### src/rtl/wmf_pkg.sv
// ----------------------------------------------------------------------------
// wmf_pkg
// Shared field width and type for the sliding-window mode filter and its channels.
// ----------------------------------------------------------------------------
package wmf_pkg;

	// width of the sample and mode_value fields on the channels
	localparam int unsigned FIELD_BITS = 16;

	typedef logic [FIELD_BITS-1:0] field_t;

endpackage

### src/rtl/wmf_in_if.sv
// ----------------------------------------------------------------------------
// wmf_in_if
// Request channel of the mode filter: one sample and its store flag.
// ----------------------------------------------------------------------------
interface wmf_in_if;

	logic            valid;
	logic            ready;
	wmf_pkg::field_t sample;
	logic            store;

	modport source (output valid, output sample, output store, input ready);
	modport sink   (input valid, input sample, input store, output ready);

endinterface

### src/rtl/wmf_out_if.sv
// ----------------------------------------------------------------------------
// wmf_out_if
// Result channel of the mode filter: the mode of the window.
// ----------------------------------------------------------------------------
interface wmf_out_if;

	logic            valid;
	logic            ready;
	wmf_pkg::field_t mode_value;

	modport source (output valid, output mode_value, input ready);
	modport sink   (input valid, input mode_value, output ready);

endinterface

### src/rtl/window_mode_filter_core.sv
// ----------------------------------------------------------------------------
// window_mode_filter_core
// Keeps the last WINDOW samples in a ring memory and reports the mode of the
// window for every request, earliest slot winning ties.
// ----------------------------------------------------------------------------
//
//  channel  dir  fields                 meaning
//  req      in   sample[15:0], store    sample, written to the ring if store
//  rsp      out  mode_value[15:0]       most frequent value in the window
//
//  one request at a time; each request scans the ring memory through its
//  single read port: each slot is read once as candidate and once per
//  compare, plus a load, a drain and a tally step per candidate
//  reset empties the ring at once through per-entry valid bits (invalid reads
//  as zero), so no clearing pass is needed
//  the result sits in an output register; the next request is taken while it
//  waits, and the scan stalls at its end only if that register is still full
//
module window_mode_filter_core #(
	parameter int unsigned WINDOW      = 10,
	parameter int unsigned SAMPLE_BITS = 16
) (
	input  logic     clk,
	input  logic     arst_n,
	wmf_in_if.sink   req,
	wmf_out_if.source rsp
);

	localparam int unsigned IDX_W = $clog2(WINDOW);
	localparam int unsigned CNT_W = $clog2(WINDOW + 1);
	localparam int unsigned FB    = wmf_pkg::FIELD_BITS;

	typedef logic [SAMPLE_BITS-1:0] word_t;
	typedef logic [IDX_W-1:0]       idx_t;
	typedef logic [CNT_W-1:0]       cnt_t;

	typedef enum logic [2:0] {
		ST_IDLE,
		ST_RD_CAND,
		ST_LD_CAND,
		ST_SCAN,
		ST_TALLY,
		ST_DONE
	} state_t;

	// ring memory and its per-entry valid bits
	word_t                mem [WINDOW];
	logic  [WINDOW-1:0]   valid_q;
	idx_t                 wr_slot_q;

	// read port
	idx_t  rd_addr;
	word_t rd_data_s1;
	logic  rd_vld_s1;
	word_t rd_eff;

	// scan control
	state_t state_q;
	idx_t   cand_q;
	cnt_t   pos_q;
	logic   cmp_pend_s1;
	word_t  cur_q;
	cnt_t   cnt_q;
	cnt_t   best_cnt_q;
	word_t  best_q;

	logic                 out_valid_q;
	wmf_pkg::field_t      mode_q;

	logic                 accept;
	logic [SAMPLE_BITS+FB-1:0] sample_ext;
	logic [SAMPLE_BITS+FB-1:0] best_ext;

	assign accept     = req.valid && req.ready;
	assign sample_ext = {{SAMPLE_BITS{1'b0}}, req.sample};
	assign best_ext   = {{FB{1'b0}}, best_q};

	assign req.ready      = (state_q == ST_IDLE);
	assign rsp.valid      = out_valid_q;
	assign rsp.mode_value = mode_q;

	assign rd_eff = rd_vld_s1 ? rd_data_s1 : '0;

	always_comb begin
		unique case (state_q)
			ST_RD_CAND: rd_addr = cand_q;
			// the last scan cycle only drains the pipe; its read of slot 0 is not used
			ST_SCAN:    rd_addr = (pos_q == cnt_t'(WINDOW)) ? '0 : pos_q[IDX_W-1:0];
			default:    rd_addr = '0;
		endcase
	end

	// memory: one write port, one registered read port
	always_ff @(posedge clk) begin
		if (accept && req.store) begin
			mem[wr_slot_q] <= sample_ext[SAMPLE_BITS-1:0];
		end
		rd_data_s1 <= mem[rd_addr];
	end

	always_ff @(posedge clk or negedge arst_n) begin
		if (!arst_n) begin
			valid_q   <= '0;
			wr_slot_q <= '0;
			rd_vld_s1 <= 1'b0;
		end else begin
			rd_vld_s1 <= valid_q[rd_addr];
			if (accept && req.store) begin
				valid_q[wr_slot_q] <= 1'b1;
				if (wr_slot_q == idx_t'(WINDOW - 1)) begin
					wr_slot_q <= '0;
				end else begin
					wr_slot_q <= wr_slot_q + idx_t'(1);
				end
			end
		end
	end

	always_ff @(posedge clk or negedge arst_n) begin
		if (!arst_n) begin
			state_q     <= ST_IDLE;
			cand_q      <= '0;
			pos_q       <= '0;
			cmp_pend_s1 <= 1'b0;
			cnt_q       <= '0;
			best_cnt_q  <= '0;
			out_valid_q <= 1'b0;
			cur_q       <= '0;
			best_q      <= '0;
			mode_q      <= '0;
		end else begin
			if (out_valid_q && rsp.ready && (state_q != ST_DONE)) begin
				out_valid_q <= 1'b0;
			end
			unique case (state_q)
				ST_IDLE: begin
					if (accept) begin
						cand_q     <= '0;
						best_cnt_q <= '0;
						state_q    <= ST_RD_CAND;
					end
				end
				ST_RD_CAND: begin
					state_q <= ST_LD_CAND;
				end
				ST_LD_CAND: begin
					// candidate arrives while the read of slot 0 goes out
					cur_q       <= rd_eff;
					cnt_q       <= '0;
					pos_q       <= '0;
					cmp_pend_s1 <= 1'b0;
					state_q     <= ST_SCAN;
				end
				ST_SCAN: begin
					if (cmp_pend_s1 && (rd_eff == cur_q)) begin
						cnt_q <= cnt_q + cnt_t'(1);
					end
					if (pos_q == cnt_t'(WINDOW)) begin
						cmp_pend_s1 <= 1'b0;
						state_q     <= ST_TALLY;
					end else begin
						cmp_pend_s1 <= 1'b1;
						pos_q       <= pos_q + cnt_t'(1);
					end
				end
				ST_TALLY: begin
					// strict compare keeps the earliest slot on a tie
					if (cnt_q > best_cnt_q) begin
						best_cnt_q <= cnt_q;
						best_q     <= cur_q;
					end
					if (cand_q == idx_t'(WINDOW - 1)) begin
						state_q <= ST_DONE;
					end else begin
						cand_q  <= cand_q + idx_t'(1);
						state_q <= ST_RD_CAND;
					end
				end
				ST_DONE: begin
					if (!out_valid_q || rsp.ready) begin
						out_valid_q <= 1'b1;
						mode_q      <= best_ext[FB-1:0];
						state_q     <= ST_IDLE;
					end
				end
				default: begin
					state_q <= ST_IDLE;
				end
			endcase
		end
	end

endmodule
### src/flat_wrapper.sv
// flat-port wrapper written by rule: the top's interface ports become plain ports
module window_mode_filter_core_flat 
#(
	parameter int unsigned WINDOW      = 10,
	parameter int unsigned SAMPLE_BITS = 16
)
  (clk, arst_n, req_valid, req_sample, req_store, req_ready, rsp_valid, rsp_mode_value, rsp_ready);
  wmf_in_if req_i ();
  wmf_out_if rsp_i ();
  input  logic clk;
  input  logic arst_n;
  input wire logic [$bits(req_i.valid)-1:0] req_valid;
  input wire logic [$bits(req_i.sample)-1:0] req_sample;
  input wire logic [$bits(req_i.store)-1:0] req_store;
  output wire logic [$bits(req_i.ready)-1:0] req_ready;
  output wire logic [$bits(rsp_i.valid)-1:0] rsp_valid;
  output wire logic [$bits(rsp_i.mode_value)-1:0] rsp_mode_value;
  input wire logic [$bits(rsp_i.ready)-1:0] rsp_ready;
  assign req_i.valid = req_valid;
  assign req_i.sample = req_sample;
  assign req_i.store = req_store;
  assign req_ready = req_i.ready;
  assign rsp_valid = rsp_i.valid;
  assign rsp_mode_value = rsp_i.mode_value;
  assign rsp_i.ready = rsp_ready;
  window_mode_filter_core #(.WINDOW(WINDOW), .SAMPLE_BITS(SAMPLE_BITS)) u_core (.clk(clk), .arst_n(arst_n), .req(req_i), .rsp(rsp_i));
endmodule
### config.mk
export PLATFORM = sky130hd
export DESIGN_NAME = window_mode_filter_core_flat
export DESIGN_NICKNAME = d
export VERILOG_FILES = /design/src/rtl/wmf_pkg.sv /design/src/rtl/wmf_in_if.sv /design/src/rtl/wmf_out_if.sv /design/src/rtl/window_mode_filter_core.sv /design/src/flat_wrapper.sv
export SDC_FILE = /design/constraint.sdc
export NUM_CORES = 1
export LEC_CHECK = 0
export BUFFER_PORTS_ARGS = -buffer_cell sky130_fd_sc_hd__buf_2
export CAP_MARGIN = 20
export CORE_ASPECT_RATIO = 0.75
export CORE_MARGIN = 5
export CORE_UTILIZATION = 45
export DETAILED_ROUTE_END_ITERATION = 10
export HOLD_SLACK_MARGIN = 0.02
export SLEW_MARGIN = 20
export SYNTH_ARGS = -nofsm -noshare
export SYNTH_HDL_FRONTEND = slang
export SYNTH_SLANG_ARGS = --single-unit
### constraint.sdc
create_clock -name clk -period 4.6 [get_ports clk]
set_input_delay 0 -clock clk [delete_from_list [all_inputs] [get_ports clk]]
set_output_delay 0 -clock clk [all_outputs]
set_load 0.01 [all_outputs]
Word level (Yosys, flattened, before mapping)
Memories as Yosys holds them, arrays and structs flattened. A register that Yosys moved wholly into a read port is not among the register bits.
Cells that the tools add are included.
- eq/ne operators: 17
- multiplexer cells: 29
- add/subtract/negate cells: 4
- reductions and logical operators: 18
- bitwise logic cells: 1
- order comparisons: 4
- operator list (operator ; count):
    4-bit case mux with 2 select lines ; 5
    4-bit 2-to-1 mux ; 7
    3-bit case mux with 6 select lines ; 1
    4-bit by 1-bit adder with 4-bit output, second input constant ; 4
    16-bit equality test ; 1
    16-bit 2-to-1 mux ; 1
    4-bit equality test, second input constant ; 3
    3-bit 2-to-1 mux ; 4
    4-bit by 5-bit less-than comparator with 1-bit output, second input constant ; 2
    10-bit OR ; 1
    3-bit AND reduction ; 3
    1-bit 2-to-1 mux ; 8
    2-bit by 1-bit != test with 1-bit output, second input constant ; 4
    2-bit AND reduction ; 4
    3-bit by 2-bit equality test with 1-bit output, second input constant ; 2
    3-bit equality test, second input constant ; 2
    1-bit logical AND ; 6
    2-bit != test, second input constant ; 3
    1-bit binary-select mux with 4-bit select ; 1
    1-bit demux with 4-bit select ; 1
    4-bit by 1-bit greater-or-equal comparator with 1-bit output, second input constant ; 1
    4-bit greater-than comparator ; 1
    2-bit nonzero test ; 2
    3-bit by 1-bit equality test with 1-bit output, second input constant ; 1
    5 further kinds ; 5
- bits of input ports: 21
- output and inout port bits: 18
- register bits after elaboration: 84
- bits in writable memories: 160
- logic and storage cells: 87
- memories: 1
- memory list (name ; depth ; bits a word ; read ports ; clocked after memory_dff ; wr ports ; RTL line ; text):
    u_core.mem ; 10 ; 16 ; 1 ; 1 ; 1 ; window_mode_filter_core.sv:47 ; word_t mem [WINDOW];

Longest topological paths before layout
Gate-level depths: netlist (run 1).
- word-level depth: 5
- depth in mapped cells: 11
- mapped depth without buffers: 8

Worst setup path before layout (run 1)
No wires, ideal clock.
- kind: register to register
- start: reg u_core.state_q[1]
- end: mem u_core.mem[0][0] in the netlist's numbering (enable)
- buffers on the path: 1
- cell stages (with the launch flop): 7
- required time: 4168 ps
- period minus slack after synthesis: 3671 ps
- path slack: 929 ps
- library setup time: 432 ps
- data arrival time: 3238 ps
- path through: dfrtp_1 > buf_4 > nor3_1 > and2_2 > nand2_1 > or2_2 > nor4_1
- longest elaborated chain between the ends: 5
- ends and longest elaborated chain (element ; RTL line ; text):
    start, declared ; window_mode_filter_core.sv:58 ; state_t state_q;
    start signal, assigned ; window_mode_filter_core.sv:121 ; state_q <= ST_IDLE;
    start signal, assigned ; window_mode_filter_core.sv:140 ; state_q <= ST_RD_CAND;
    start signal, assigned ; window_mode_filter_core.sv:144 ; state_q <= ST_LD_CAND;
    3-bit logical NOT ; window_mode_filter_core.sv:78 ; assign req.ready = (state_q == ST_IDLE);
    net req_ready ; flat_wrapper.sv:15 ; output wire logic [$bits(req_i.ready)-1:0] req_ready;
    1-bit logical AND ; window_mode_filter_core.sv:74 ; assign accept = req.valid && req.ready;
    1-bit logical AND ; window_mode_filter_core.sv:95 ; if (accept && req.store) begin
    1-bit 2-to-1 mux ; window_mode_filter_core.sv:95 ;
    1-bit 2-to-1 mux (not written as such) ; window_mode_filter_core.sv:96 ; mem[wr_slot_q] <= sample_ext[SAMPLE_BITS-1:0];
    end, declared ; window_mode_filter_core.sv:47 ;
The timed path passes the listed nets, and every way through them passes these cells.

Final worst setup path (run 1)
- start: reg u_core.pos_q[0]
- end: reg u_core.rd_data_s1[10], read port of u_core.mem
- longest elaborated chain between the ends: 3
- ends and longest elaborated chain (element ; RTL line ; text):
    start, declared ; window_mode_filter_core.sv:60 ; cnt_t pos_q;
    start signal, assigned ; window_mode_filter_core.sv:163 ; pos_q <= pos_q + cnt_t'(1);
    4-bit equality test ; window_mode_filter_core.sv:88 ; ST_SCAN: rd_addr = (pos_q == cnt_t'(WINDOW)) ? '0 : pos_q[IDX_W-1:0];
    4-bit 2-to-1 mux (*) ; window_mode_filter_core.sv:88 ;
    4-bit case mux with 2 select lines (*) ; window_mode_filter_core.sv:85 ; unique case (state_q)
    end, declared ; window_mode_filter_core.sv:53 ; word_t rd_data_s1;
Every way passes the cells marked *; elsewhere a longest branch is shown, timed or not.
A chain may end at the register's enable or synchronous reset.

==> results of run 1 <==
[final cells by class]
class                   count  area (µm²)
multi-input cells         478        3150
well taps                 300         375
flip-flops and latches    260        7230
inverters                  14        52.6
clock inverters            14         138
clock buffers              36         739
fillers                  1928       10800
repair buffers             85         604
[metrics by stage]
| step | hold slack (ns) | power, W | worst slack (ns) | cell area [µm²] | utilization, % |
|---|---|---|---|---|---|
| 2_1_floorplan | -0.296 | 0.00449 | 0.929 | 10600 | - |
| 3_3_place_gp | -0.179 | 0.00492 | 1.59 | 11200 | 48.4 |
| 3_5_place_dp | -0.174 | 0.00502 | 1.45 | 11200 | 48.4 |
| 4_1_cts | 0.260 | 0.00719 | 1.43 | 12300 | 53.1 |
| 5_1_grt | 0.227 | 0.00753 | 1.31 | 12300 | 53.1 |
| 6_report | 0.131 | 0.00712 | 1.50 | 12300 | 53.1 |
[layer usage]
metal / GRT usage, % / share of wire [%] / wire length [µm] / vias to the layer above
li1: - / - / - / 3050
met1: 26.0 / 47 / 11200 / 3315
met2: 28.4 / 46 / 11000 / 164
met3: 2.98 / 5.0 / 1190 / 37
met4: 3.94 / 2.2 / 533 / 0
met5: 0 / 0 / 0 / -
[cell families after synthesis]
kind of cell,count (synthesis),synth area share (%)
and+or+nand+nor,279,12.2
DFF,260,68.0
AOI/OAI and AO/OA,107,7.03
muxes,73,8.09
buffers and inverters,55,2.73
xor gates and xnor gates,10,0.825
adders and majority gates,9,1.06
[flip-flops by register name, indices dropped and copies added (netlist names), 10 cells and up]
name / flops
u_core.rsp.mode_value: 16
u_core.mem: 160
u_core.cur_q: 16
u_core.rd_data_s1: 16
u_core.valid_q: 10
u_core.best_q: 16
[critical path: stages (launching register included)]
cell,delay [ns]
sky130_fd_sc_hd__dfrtp_1,0.47
sky130_fd_sc_hd__inv_1,0.09
sky130_fd_sc_hd__ha_1,0.17
sky130_fd_sc_hd__nand3b_1,0.22
sky130_fd_sc_hd__a32oi_4,0.88
sky130_fd_sc_hd__buf_4,0.40
sky130_fd_sc_hd__nand2_1,0.09
sky130_fd_sc_hd__a32o_1,0.27
sky130_fd_sc_hd__a311oi_1,0.34
[report_power, final]
group	internal (W)	switching (W)	leakage (nW)	total, W
combinational	0.000778	0.000983	1.81	0.00176
clock	0.00125	0.000880	0.434	0.00213
sequential	0.00283	0.000407	2.70	0.00323
total	0.00485	0.00227	4.95	0.00712
[layout by cell type (no fill, tap or decap), types with 13 or more instances in the layout]
| cell | count |
|---|---|
| sky130_fd_sc_hd__clkbuf_16 | 27 |
| sky130_fd_sc_hd__edfxtp_1 | 160 |
| sky130_fd_sc_hd__nor2_1 | 14 |
| sky130_fd_sc_hd__nand3_1 | 34 |
| sky130_fd_sc_hd__buf_2 | 37 |
| sky130_fd_sc_hd__dfrtp_1 | 84 |
| sky130_fd_sc_hd__o21ai_0 | 36 |
| sky130_fd_sc_hd__nand2_1 | 165 |
| sky130_fd_sc_hd__mux2i_1 | 33 |
| sky130_fd_sc_hd__dfxtp_1 | 16 |
| sky130_fd_sc_hd__a21oi_1 | 13 |
| sky130_fd_sc_hd__dlygate4sd3_1 | 22 |
| sky130_fd_sc_hd__mux2_2 | 33 |
| sky130_fd_sc_hd__inv_1 | 14 |
| sky130_fd_sc_hd__buf_4 | 25 |
[repair_timing]
item / CTS / global route
hold buffers: 22 / 0
setup endpoints to repair: 0 / 0
endpoints found under the hold margin: 258 / 0
[how the worst max path moves through the flow]
stage / slack [ns] / cells past startpoint / endpoint / from
after floorplan: 0.93 / 6 / u_core.mem[0][0] / u_core.state_q[1]
after global placement: 1.59 / 8 / u_core.rd_data_s1[10] / u_core.pos_q[0]
after detailed placement: 1.45 / 8 / u_core.rd_data_s1[10] / u_core.pos_q[0]
after CTS: 1.43 / 8 / u_core.rd_data_s1[10] / u_core.pos_q[0]
after global routing: 1.31 / 8 / u_core.rd_data_s1[10] / u_core.pos_q[0]
final: 1.50 / 8 / u_core.rd_data_s1[10] / u_core.pos_q[0]
==> reports/qor.log, run 1 <==
qor: critical_path.crit_fanout 19
qor: yosys.ys_ff_latch 260
qor: yosys.synth.most_common_cell sky130_fd_sc_hd__nand2_1
qor: global_route.grt_overflow_total 0
qor: route.drt_pre_antenna_iters 5
qor: yosys.async_reset_ff_share 32.3%
qor: finish.diodes 0
qor: critical_path.critical_path_class flop to flop
qor: critical_path.rr_startpoint u_core.pos_q[0]
qor: timing.setup_viol 0
qor: pwr.ir_drop 0.371 mV
qor: finish.final-instance-count-excl-fill 1187
qor: pwr.powerDensity 580 nW/µm²
qor: yosys.syn-cell-area 10600 µm²
qor: yosys.netlist_top_cells_count sky130_fd_sc_hd__nand2_1 (165), sky130_fd_sc_hd__edfxtp_1 (160), sky130_fd_sc_hd__dfrtp_1 (84)
qor: route.first_iter_violations 378
qor: route.route.vias.total 6566
qor: timing.skew 0.0137 ns
qor: flow_run.maxCapViolCount 0
qor: timing.timing.slew.headroom 36.1%
qor: timing.period_share 67.4%
qor: global_route.grt_max_degree 77
qor: timing.final.min_clock_period 3.10 ns
qor: clock_tree.cts.repair_timing.setup_buffer_count 0
qor: timing.finalSetupTns 0 ns
qor: global_route.grt_first_pass_wirelength 37.5 mm
qor: die.die_area 26800 µm²
qor: hold_path.worstHoldPathType primary input to asynchronous set/reset pin
qor: yosys.synth_cell_type_count 56
qor: placed_design.place.detailed.instances 1115
qor: yosys.ys_seq_area_share 68.0%
qor: clock_tree.cts.root.buffer_cell sky130_fd_sc_hd__clkbuf_16
qor: route.drt_drc_violations_left 0
qor: global_route.via_count_of_the_first_global_routing_pass 6420
qor: timing.finalHoldViolCount 0
qor: route.route.antenna.remaining_nets 0
qor: yosys.count_of_flip_flops_with_a_built_in_enable_after_synthesis 160
qor: pwr.power_leakage 4.95 nW
qor: finish.ratio_of_cells_with_drive_above_1_in_the_final_layout 19.5%
qor: placed_design.buffer_ports.inserted 38
qor: clock_tree.clock_path_buffers 3
qor: timing.max_clock_freq 0.322 GHz
qor: die.coreArea 23100 µm²
qor: critical_path.reg2reg_depth 8
qor: yosys.ys_warn_count 0
qor: route.wl_per_cell 20.1 µm
qor: critical_path.critPathArrivalTime 3.51 ns
qor: global_route.grt_antenna_before_repair 0
qor: global_route.grt.total_usage 17.8%
qor: die.ioPinCount 39
qor: die.row_count 48
qor: critical_path.worst_r2r_endpoint u_core.rd_data_s1[10]
qor: yosys.mappedNetlistNets 823
qor: die.die_width 187 µm
qor: clock_tree.tritoncts done
qor: clock_tree.clock_sinks 260
qor: timing.max_slew.worst_pin.slew 0.958 ns
qor: die.die_h 143 µm
qor: route.wirelength 23.9 mm
qor: timing.timing.final.max_slew_violations 0
qor: finish.final_nets 896
qor: placed_design.gp_congestion 0.786
qor: yosys.synth.top_cells.by_area sky130_fd_sc_hd__edfxtp_1 (45%), sky130_fd_sc_hd__dfrtp_1 (20%), sky130_fd_sc_hd__nand2_1 (5.8%)
qor: clock_tree.worstSkewPairLatency 0.54 ns
qor: critical_path.endpoint_kind flop
qor: outcome.run_status finished, final reports clean
qor: die.initial_core_util 45.9%
qor: yosys.synth_largest_area_cell sky130_fd_sc_hd__edfxtp_1
qor: timing.grt_setup_unrepaired no
qor: clock_tree.cts_resized 0
qor: yosys.synth_largest_type_area_fraction 45.2%
qor: critical_path.worst_ep_required_time 5.01 ns
qor: route.avgViaCountPerCell 5.53
qor: finish.area_delta_synth_final 15.7%
qor: critical_path.start_kind flop
qor: clock_tree.cts_htree_levels 1
qor: critical_path.rrSetupSlack 1.50 ns
qor: yosys.postSynth.topFlopCell sky130_fd_sc_hd__edfxtp_1
qor: clock_tree.cts.reportedPaths.clkPinSlew 0.06 ns
qor: clock_tree.cts_inserted_buffers 27
qor: yosys.syn_area_per_cell 13.4 µm²
qor: placed_design.dp_hpwl 14.6 mm
qor: yosys.synth_cells 793
Note: power is estimated with default switching activity, not from simulation.
==> run 2: changes to the inputs <==
--- a/config.mk
+++ b/config.mk
@@ -5,6 +5,7 @@
 export SDC_FILE = /design/constraint.sdc
 export NUM_CORES = 1
 export LEC_CHECK = 0
+export ABC_AREA = 1
 export BUFFER_PORTS_ARGS = -buffer_cell sky130_fd_sc_hd__buf_2
 export CAP_MARGIN = 20
 export CORE_ASPECT_RATIO = 0.75
==> constraint.sdc (replaced) <==
create_clock -name clk -period 3.3 [get_ports clk]
set_input_delay 0 -clock clk [delete_from_list [all_inputs] [get_ports clk]]
set_output_delay 0 -clock clk [all_outputs]
set_load 0.01 [all_outputs]
==> reports/qor.log, run 2 <==
qor: outcome.run_status finished, final reports clean
qor: pwr.power_leakage 5.69 nW [+15%]
qor: clock_tree.cts_inserted_buffers 27 [unchanged]
qor: yosys.async_reset_ff_share 32.3% [unchanged]
qor: timing.final.min_clock_period 2.29 ns [-0.811 ns]
qor: yosys.postSynth.topFlopCell sky130_fd_sc_hd__edfxtp_1
qor: finish.largest_register u_core.mem
qor: timing.timing.final.max_slew_violations 0 [unchanged]
qor: timing.max_clock_freq 0.436 GHz [+35%]
qor: die.die_width 191 µm [+1.8%]
qor: global_route.grt.total_usage 18.0% [+0.23 points]
qor: route.wirelength 25.0 mm [+4.6%]
qor: timing.timing.slew.headroom 39.0% [+2.9 points]
qor: placed_design.gp_congestion 0.837 [+6.5%]
qor: critical_path.rr_startpoint u_core.state_q[1]
qor: global_route.grt_overflow_total 0 [unchanged]
qor: critical_path.critPathArrivalTime 2.50 ns [-1.01 ns]
qor: finish.post-route-util 53.1% [about the same]
qor: timing.grt_setup_unrepaired no
qor: yosys.syn-cell-area 11000 µm² [+3.9%]
qor: pwr.power.share.sequential 43.5% [-1.9 points]
qor: critical_path.critical_path_class flop to flop
qor: global_route.via_count_of_the_first_global_routing_pass 7220 [+12%]
qor: finish.finish.instance_area 12800 µm² [+3.9%]
qor: critical_path.worstSetupStartpoint u_core.state_q[1]
qor: die.die_h 146 µm [+1.8%]
qor: yosys.synth.top_cells.by_area sky130_fd_sc_hd__edfxtp_1 (44%), sky130_fd_sc_hd__dfrtp_1 (19%), sky130_fd_sc_hd__nand3_1 (9.0%)
qor: yosys.syn_area_per_cell 10.3 µm² [-23%]
qor: timing.finalSetupTns 0 ns [unchanged]
qor: route.drt_drc_violations_left 0 [unchanged]
qor: die.initial_core_util 45.9% [about the same]
qor: die.coreArea 24000 µm² [+3.9%]
qor: global_route.grt_antenna_before_repair 1 [+1]
qor: timing.period_share 69.4% [+2.0 points]
qor: placed_design.placedInstanceArea 11600 µm² [+4.1%]
qor: finish.ratio_of_cells_with_drive_above_1_in_the_final_layout 12.8% [-6.7 points]
qor: finish.area_delta_synth_final 15.6% [about the same]
qor: finish.largest_register_ffs 160 [unchanged]
qor: die.die_area 27800 µm² [+3.7%]
qor: critical_path.crit_fanout 16 [-3]
qor: timing.finalHoldViolCount 0 [unchanged]
qor: pwr.powerDensity 727 nW/µm² [+25%]
qor: route.drt_pre_antenna_iters 5 [unchanged]
qor: pwr.netSwitchingFraction 32.4% [+0.52 points]
qor: pwr.ir_drop 0.451 mV [+21%]
qor: global_route.grt_first_pass_wirelength 39.7 mm [+6.1%]
qor: finish.mostFrequentLayoutCell sky130_fd_sc_hd__nand2_1
qor: critical_path.start_kind flop
qor: finish.layout_common_cells sky130_fd_sc_hd__nand2_1 (207), sky130_fd_sc_hd__nand3_1 (198), sky130_fd_sc_hd__inv_1 (160), sky130_fd_sc_hd__edfxtp_1 (160), sky130_fd_sc_hd__dfrtp_1 (84)
qor: yosys.mappedNetlistNets 1099 [+34%]
qor: clock_tree.cts_htree_levels 1 [unchanged]
qor: die.ioPinCount 39 [unchanged]
qor: critical_path.worst_ep_required_time 3.51 ns [-1.50 ns]
qor: yosys.synth.most_common_cell sky130_fd_sc_hd__nand2_1
qor: yosys.synth_cell_type_count 33 [-41%]
qor: yosys.synth_cells 1069 [+35%]
qor: pwr.internal_power 0.00627 W [+29%]
qor: timing.setup_viol 0 [unchanged]
qor: hold_path.worstHoldPathType primary input to asynchronous set/reset pin
qor: die.row_count 49 [+2.1%]
qor: pwr.power_frac_comb 24.0% [-0.7 points]
qor: route.first_iter_violations 560 [+48%]
qor: finish.final_nets 1162 [+30%]
qor: timing.max_slew.worst_pin.slew 0.915 ns [-0.0431 ns]
qor: yosys.ys_ff_latch 260 [unchanged]
qor: yosys.synth_largest_area_cell sky130_fd_sc_hd__edfxtp_1
qor: yosys.count_of_flip_flops_with_a_built_in_enable_after_synthesis 160 [unchanged]
qor: clock_tree.cts.reportedPaths.clkPinSlew 0.06 ns [about the same]
qor: clock_tree.tritoncts done
qor: flow_run.maxCapViolCount 0 [unchanged]
qor: finish.diodes 0 [unchanged]
qor: timing.skew 0.0151 ns [+0.00134 ns]
qor: clock_tree.cts.root.buffer_cell sky130_fd_sc_hd__clkbuf_16
qor: clock_tree.clock_path_buffers 3 [unchanged]
qor: route.route.vias.total 7594 [+16%]
qor: placed_design.buffer_ports.inserted 38 [unchanged]
qor: route.avgViaCountPerCell 5.12 [-7.5%]
qor: route.route.antenna.remaining_nets 0 [unchanged]
qor: route.wl_per_cell 16.8 µm [-16%]
qor: global_route.grt_max_degree 74 [-3.9%]
qor: yosys.netlist_top_cells_count sky130_fd_sc_hd__nand2_1 (208), sky130_fd_sc_hd__nand3_1 (199), sky130_fd_sc_hd__edfxtp_1 (160), sky130_fd_sc_hd__inv_1 (160), sky130_fd_sc_hd__dfrtp_1 (84)
qor: yosys.ys_seq_area_share 65.5% [-2.6 points]
qor: pwr.share_clk_of_total_power 32.5% [+2.6 points]
qor: yosys.ys_warn_count 0 [unchanged]
qor: pwr.p_sw 0.00300 W [+32%]
qor: placed_design.dp_hpwl 15.1 mm [+3.9%]
qor: clock_tree.clock_sinks 260 [unchanged]
qor: yosys.synth_largest_type_area_fraction 43.5% [-1.7 points]
qor: clock_tree.worstSkewPairLatency 0.54 ns [about the same]
qor: critical_path.endpoint_kind flop
qor: clock_tree.cts.repair_timing.setup_buffer_count 0 [unchanged]
qor: clock_tree.cts_resized 0 [unchanged]
-- run 2: cell types whose count changed in the layout (fill, tap and decap cells not counted), sizes merged, moves of 8 or more --
cell and change:
a21oi +11, xor2 +9, nor2 +17, a311oi -11, mux2 -16, a32o -12
nand3 +166, or2 -11, nand2 +43, inv +152, o22ai -8, mux2i -33
o21ai +35
-- run 2: cell type report --
class | count | area [µm²]
well taps | 331 | 414
flip-flops and latches | 260 | 7230
repair buffers | 82 | 601
clock inverters | 12 | 100
clock buffers | 38 | 806
inverters | 167 | 627
multi-input cells | 594 | 2990
fillers | 2204 | 11300
-- run 2: layer usage --
metal | track usage [%] | part of all wire, %
met5 | 0 | 0.028
met4 | 3.52 | 1.8
met3 | 3.38 | 6.4
met2 | 27.0 | 44
met1 | 27.6 | 48
-- run 2: cell families (layout without fill, tap and decap cells) --
kind of cell             Yosys count  after routing  share of synthesized area, %
AO/OA/AOI/OAI                    102            102                          4.87
multiplexers                      17             17                          1.73
AND/OR/NAND/NOR                  452            452                          18.0
flip-flops                       260            260                          65.5
buffers and inverters            215            299                          7.73
XOR/XNOR                          14             14                          1.11
adder cells (fa/ha/maj)            9              9                          1.02
-- run 2: final timing paths --
check / slack [ns] / endpoint / cells past startpoint
max in group asynchronous: 2.39 / u_core.best_q[8] / 3
worst max-delay path: 1.01 / u_core.mem[7][13] / 8
worst min register to register: 0.46 / u_core.valid_q[9] / 1
worst max register to register: 1.01 / u_core.mem[7][13] / 8
worst min-delay path: 0.14 / u_core.valid_q[0] / 2
min in group clk: 0.29 / u_core.mem[1][12] / 2
-- run 2: power by group through the flow --
stage	logic, W	clock network [W]	registers, W
CTS	0.00223	0.00309	0.00403
floorplan	0.00166	0	0.00398
global placement	0.00217	0	0.00409
finish	0.00223	0.00302	0.00403
global route	0.00255	0.00323	0.00406
detailed placement	0.00220	0	0.00409
-- run 2: metrics by stage --
step	std cells	total power, W	setup WS (ns)	hold WS, ns
after floorplan	1069	0.00564	0.923	-0.296
after global placement	1413	0.00626	1.07	0.208
after detailed placement	1413	0.00630	1.03	0.194
after CTS	1484	0.00936	1.04	0.174
after global routing	1484	0.00985	0.840	0.244
final	1484	0.00928	1.01	0.141
-- run 2: worst max-delay path: stages, from the launching register on --
cell	delay, ns
sky130_fd_sc_hd__dfrtp_1	0.42
sky130_fd_sc_hd__nor2_1	0.18
sky130_fd_sc_hd__nand2_1	0.11
sky130_fd_sc_hd__nor2_1	0.13
sky130_fd_sc_hd__nand2_1	0.10
sky130_fd_sc_hd__nor3_1	0.40
sky130_fd_sc_hd__inv_1	0.21
sky130_fd_sc_hd__nor2_2	0.12
sky130_fd_sc_hd__buf_4	0.29
-- run 2: timing repair --
item                                    CTS  global route
endpoints found under the hold margin   242             0
hold buffers                             21             0
endpoints found under the setup margin    0             0
==> run 3: changes to the inputs <==
==> constraint.sdc (replaced) <==
create_clock -name clk -period 2.3 [get_ports clk]
set_input_delay 0 -clock clk [delete_from_list [all_inputs] [get_ports clk]]
set_output_delay 0 -clock clk [all_outputs]
set_load 0.01 [all_outputs]
==> reports/qor.log, run 3 (synthesis results as in run 2) <==
qor: timing.setup_viol 0 [unchanged]
qor: finish.multiInputGateArea 3000 µm² [+0.50%]
qor: clock_tree.cts.reportedPaths.clkPinSlew 0.06 ns [about the same]
qor: pwr.netSwitchingFraction 33.0% [+0.63 points]
qor: timing.period_share 96.0% [+27 points]
qor: die.die_h 146 µm [unchanged]
qor: hold_path.worstHoldPathType primary input to asynchronous set/reset pin
qor: timing.skew 0.0177 ns [+0.00265 ns]
qor: pwr.p_sw 0.00429 W [+43%]
qor: route.route.vias.total 7551 [-0.57%]
qor: timing.max_slew.worst_pin.slew 0.645 ns [-0.270 ns]
qor: finish.largest_register_ffs 160 [unchanged]
qor: finish.largest_register u_core.mem
qor: critical_path.critPathArrivalTime 2.43 ns [-0.07 ns]
qor: finish.area_delta_synth_final 16.2%
qor: placed_design.dp_hpwl 15.8 mm [+4.3%]
qor: route.route.antenna.remaining_nets 0 [unchanged]
qor: route.avgViaCountPerCell 5.06 [-1.1%]
qor: timing.grt_setup_unrepaired no
qor: clock_tree.cts.repair_timing.setup_buffer_count 0 [unchanged]
qor: timing.final.min_clock_period 2.21 ns [-0.0842 ns]
qor: clock_tree.clock_sinks 260 [unchanged]
qor: die.die_width 191 µm [unchanged]
qor: pwr.power.share.sequential 44.4% [+0.9 points]
qor: finish.ratio_of_cells_with_drive_above_1_in_the_final_layout 13.7% [+0.86 points]
qor: critical_path.crit_fanout 13 [-3]
qor: placed_design.buffer_ports.inserted 38 [unchanged]
qor: timing.timing.final.max_slew_violations 0 [unchanged]
qor: finish.final_nets 1173 [+0.95%]
qor: outcome.run_status finished, final reports clean
qor: pwr.internal_power 0.00871 W [+39%]
qor: finish.filler_cell_count 2111 [-4.2%]
qor: critical_path.worst_ep_required_time 2.53 ns [-0.98 ns]
qor: global_route.grt_max_degree 79 [+6.8%]
qor: die.coreArea 24000 µm² [unchanged]
qor: finish.mostFrequentLayoutCell sky130_fd_sc_hd__nand2_1
qor: finish.finish.instance_area 12800 µm² [+0.53%]
qor: pwr.power_frac_comb 25.6% [+1.6 points]
qor: timing.finalHoldViolCount 0 [unchanged]
qor: critical_path.critical_path_class flop to flop
qor: timing.hold_slack 0.0393 ns [-0.102 ns]
qor: route.drt_drc_violations_left 0 [unchanged]
qor: clock_tree.clock_path_buffers 3 [unchanged]
qor: global_route.via_count_of_the_first_global_routing_pass 7276 [+0.78%]
qor: placed_design.pre_cts_ws 0.147 ns [-0.883 ns]
qor: timing.final.setup.worst_slack 0.0926 ns [-0.916 ns]
qor: pwr.power_leakage 5.73 nW [+0.67%]
qor: die.initial_core_util 45.9% [unchanged]
qor: critical_path.rr_startpoint u_core.state_q[1]
qor: die.die_area 27800 µm² [unchanged]
qor: finish.layout_common_cells sky130_fd_sc_hd__nand2_1 (207), sky130_fd_sc_hd__nand3_1 (196), sky130_fd_sc_hd__inv_1 (160), sky130_fd_sc_hd__edfxtp_1 (160), sky130_fd_sc_hd__dfrtp_1 (83)
qor: route.first_iter_violations 613 [+9.5%]
qor: pwr.share_clk_of_total_power 30.0% [-2.5 points]
qor: placed_design.placedInstanceArea 11800 µm² [+1.7%]
qor: finish.area.sequential 7230 µm² [about the same]
qor: die.ioPinCount 39 [unchanged]
qor: route.wl_per_cell 16.5 µm [-1.7%]
qor: clock_tree.worstSkewPairLatency 0.53 ns [about the same]
qor: critical_path.endpoint_kind flop
qor: timing.finalSetupTns 0 ns [unchanged]
qor: global_route.grt_antenna_before_repair 1 [unchanged]
qor: critical_path.worst_r2r_endpoint u_core.mem[5][13]
qor: clock_tree.cts_htree_levels 1 [unchanged]
qor: timing.max_clock_freq 0.453 GHz [+3.8%]
qor: global_route.grt_overflow_total 0 [unchanged]
qor: global_route.grt.total_usage 17.9% [-0.12 points]
qor: timing.timing.slew.headroom 57.0% [+18 points]
qor: global_route.grt_first_pass_wirelength 40.2 mm [+1.0%]
qor: pwr.powerDensity 1010 nW/µm² [+39%]
qor: critical_path.start_kind flop
qor: clock_tree.cts_inserted_buffers 25 [-7.4%]
qor: critical_path.rrSetupSlack 0.09 ns [-0.92 ns]
qor: placed_design.gp_congestion 0.782 [-6.6%]
qor: clock_tree.tritoncts done
qor: clock_tree.cts.root.buffer_cell sky130_fd_sc_hd__clkbuf_16
qor: finish.post-route-util 53.4% [+0.28 points]
qor: flow_run.maxCapViolCount 0 [unchanged]
qor: pwr.ir_drop 0.618 mV [+37%]
qor: die.row_count 49 [unchanged]
qor: route.wirelength 24.7 mm [-1.1%]
qor: finish.diodes 0 [unchanged]
qor: route.drt_pre_antenna_iters 6 [+1]
qor: critical_path.reg2reg_depth 8 [unchanged]
==> run 3: critical path, stage by stage, from the launching register on <==
cell and delay, ns:
sky130_fd_sc_hd__dfrtp_1 0.42, sky130_fd_sc_hd__nor2_1 0.17, sky130_fd_sc_hd__nand2_1 0.12, sky130_fd_sc_hd__nor2_1 0.14, sky130_fd_sc_hd__nand2_1 0.13, sky130_fd_sc_hd__inv_1 0.15
sky130_fd_sc_hd__nand2_1 0.30, sky130_fd_sc_hd__nor2_2 0.27, sky130_fd_sc_hd__buf_12 0.20
==> run 3: layout make-up <==
class | count | share of cell area (%)
Clock buffer | 37 | 5.67
Multi-Input combinational cell | 594 | 23.4
Inverter | 167 | 4.89
Clock inverter | 8 | 0.371
Timing Repair Buffer | 95 | 6.11
Sequential cell | 260 | 56.3
Tap cell | 331 | 3.23
==> run 3: layer usage <==
metal | part of all wire (%) | global-route usage [%]
met3 | 5.3 | 3.00
met5 | 0.028 | 0
met1 | 50 | 28.2
met2 | 43 | 26.4
met4 | 1.5 | 3.27
==> run 3: metrics by stage <==
stage,power [W],instances
floorplan,0.00809,1069
global placement,0.00913,1427
detailed placement,0.00916,1427
CTS,0.0131,1492
global route,0.0138,1492
finish,0.0130,1492
==> run 3: what timing repair did <==
item,4_1_cts,5_1_grt
endpoints found under the setup margin,0,48
hold buffers,20,0
endpoints found under the hold margin,250,0
gates resized for setup,0,4
==> run 3: how the worst max path moves through the flow <==
stage                           start  slack [ns]                 to  depth (start not counted)
floorplan           u_core.state_q[1]       -0.08   u_core.mem[3][0]                          7
global placement    u_core.state_q[1]        0.17  u_core.mem[4][13]                          8
detailed placement  u_core.state_q[1]        0.15  u_core.mem[4][13]                          8
CTS                 u_core.state_q[1]        0.09  u_core.mem[4][13]                          8
global route        u_core.state_q[1]       0.008  u_core.mem[1][13]                          8
finish              u_core.state_q[1]        0.09  u_core.mem[5][13]                          8
==> run 3: power groups by stage <==
stage / Clock, W / Combinational [W] / Sequential (W)
finish: 0.00390 / 0.00333 / 0.00578
global placement: 0 / 0.00327 / 0.00586
detailed placement: 0 / 0.00330 / 0.00586
floorplan: 0 / 0.00239 / 0.00571
CTS: 0.00399 / 0.00335 / 0.00577
global route: 0.00419 / 0.00379 / 0.00582
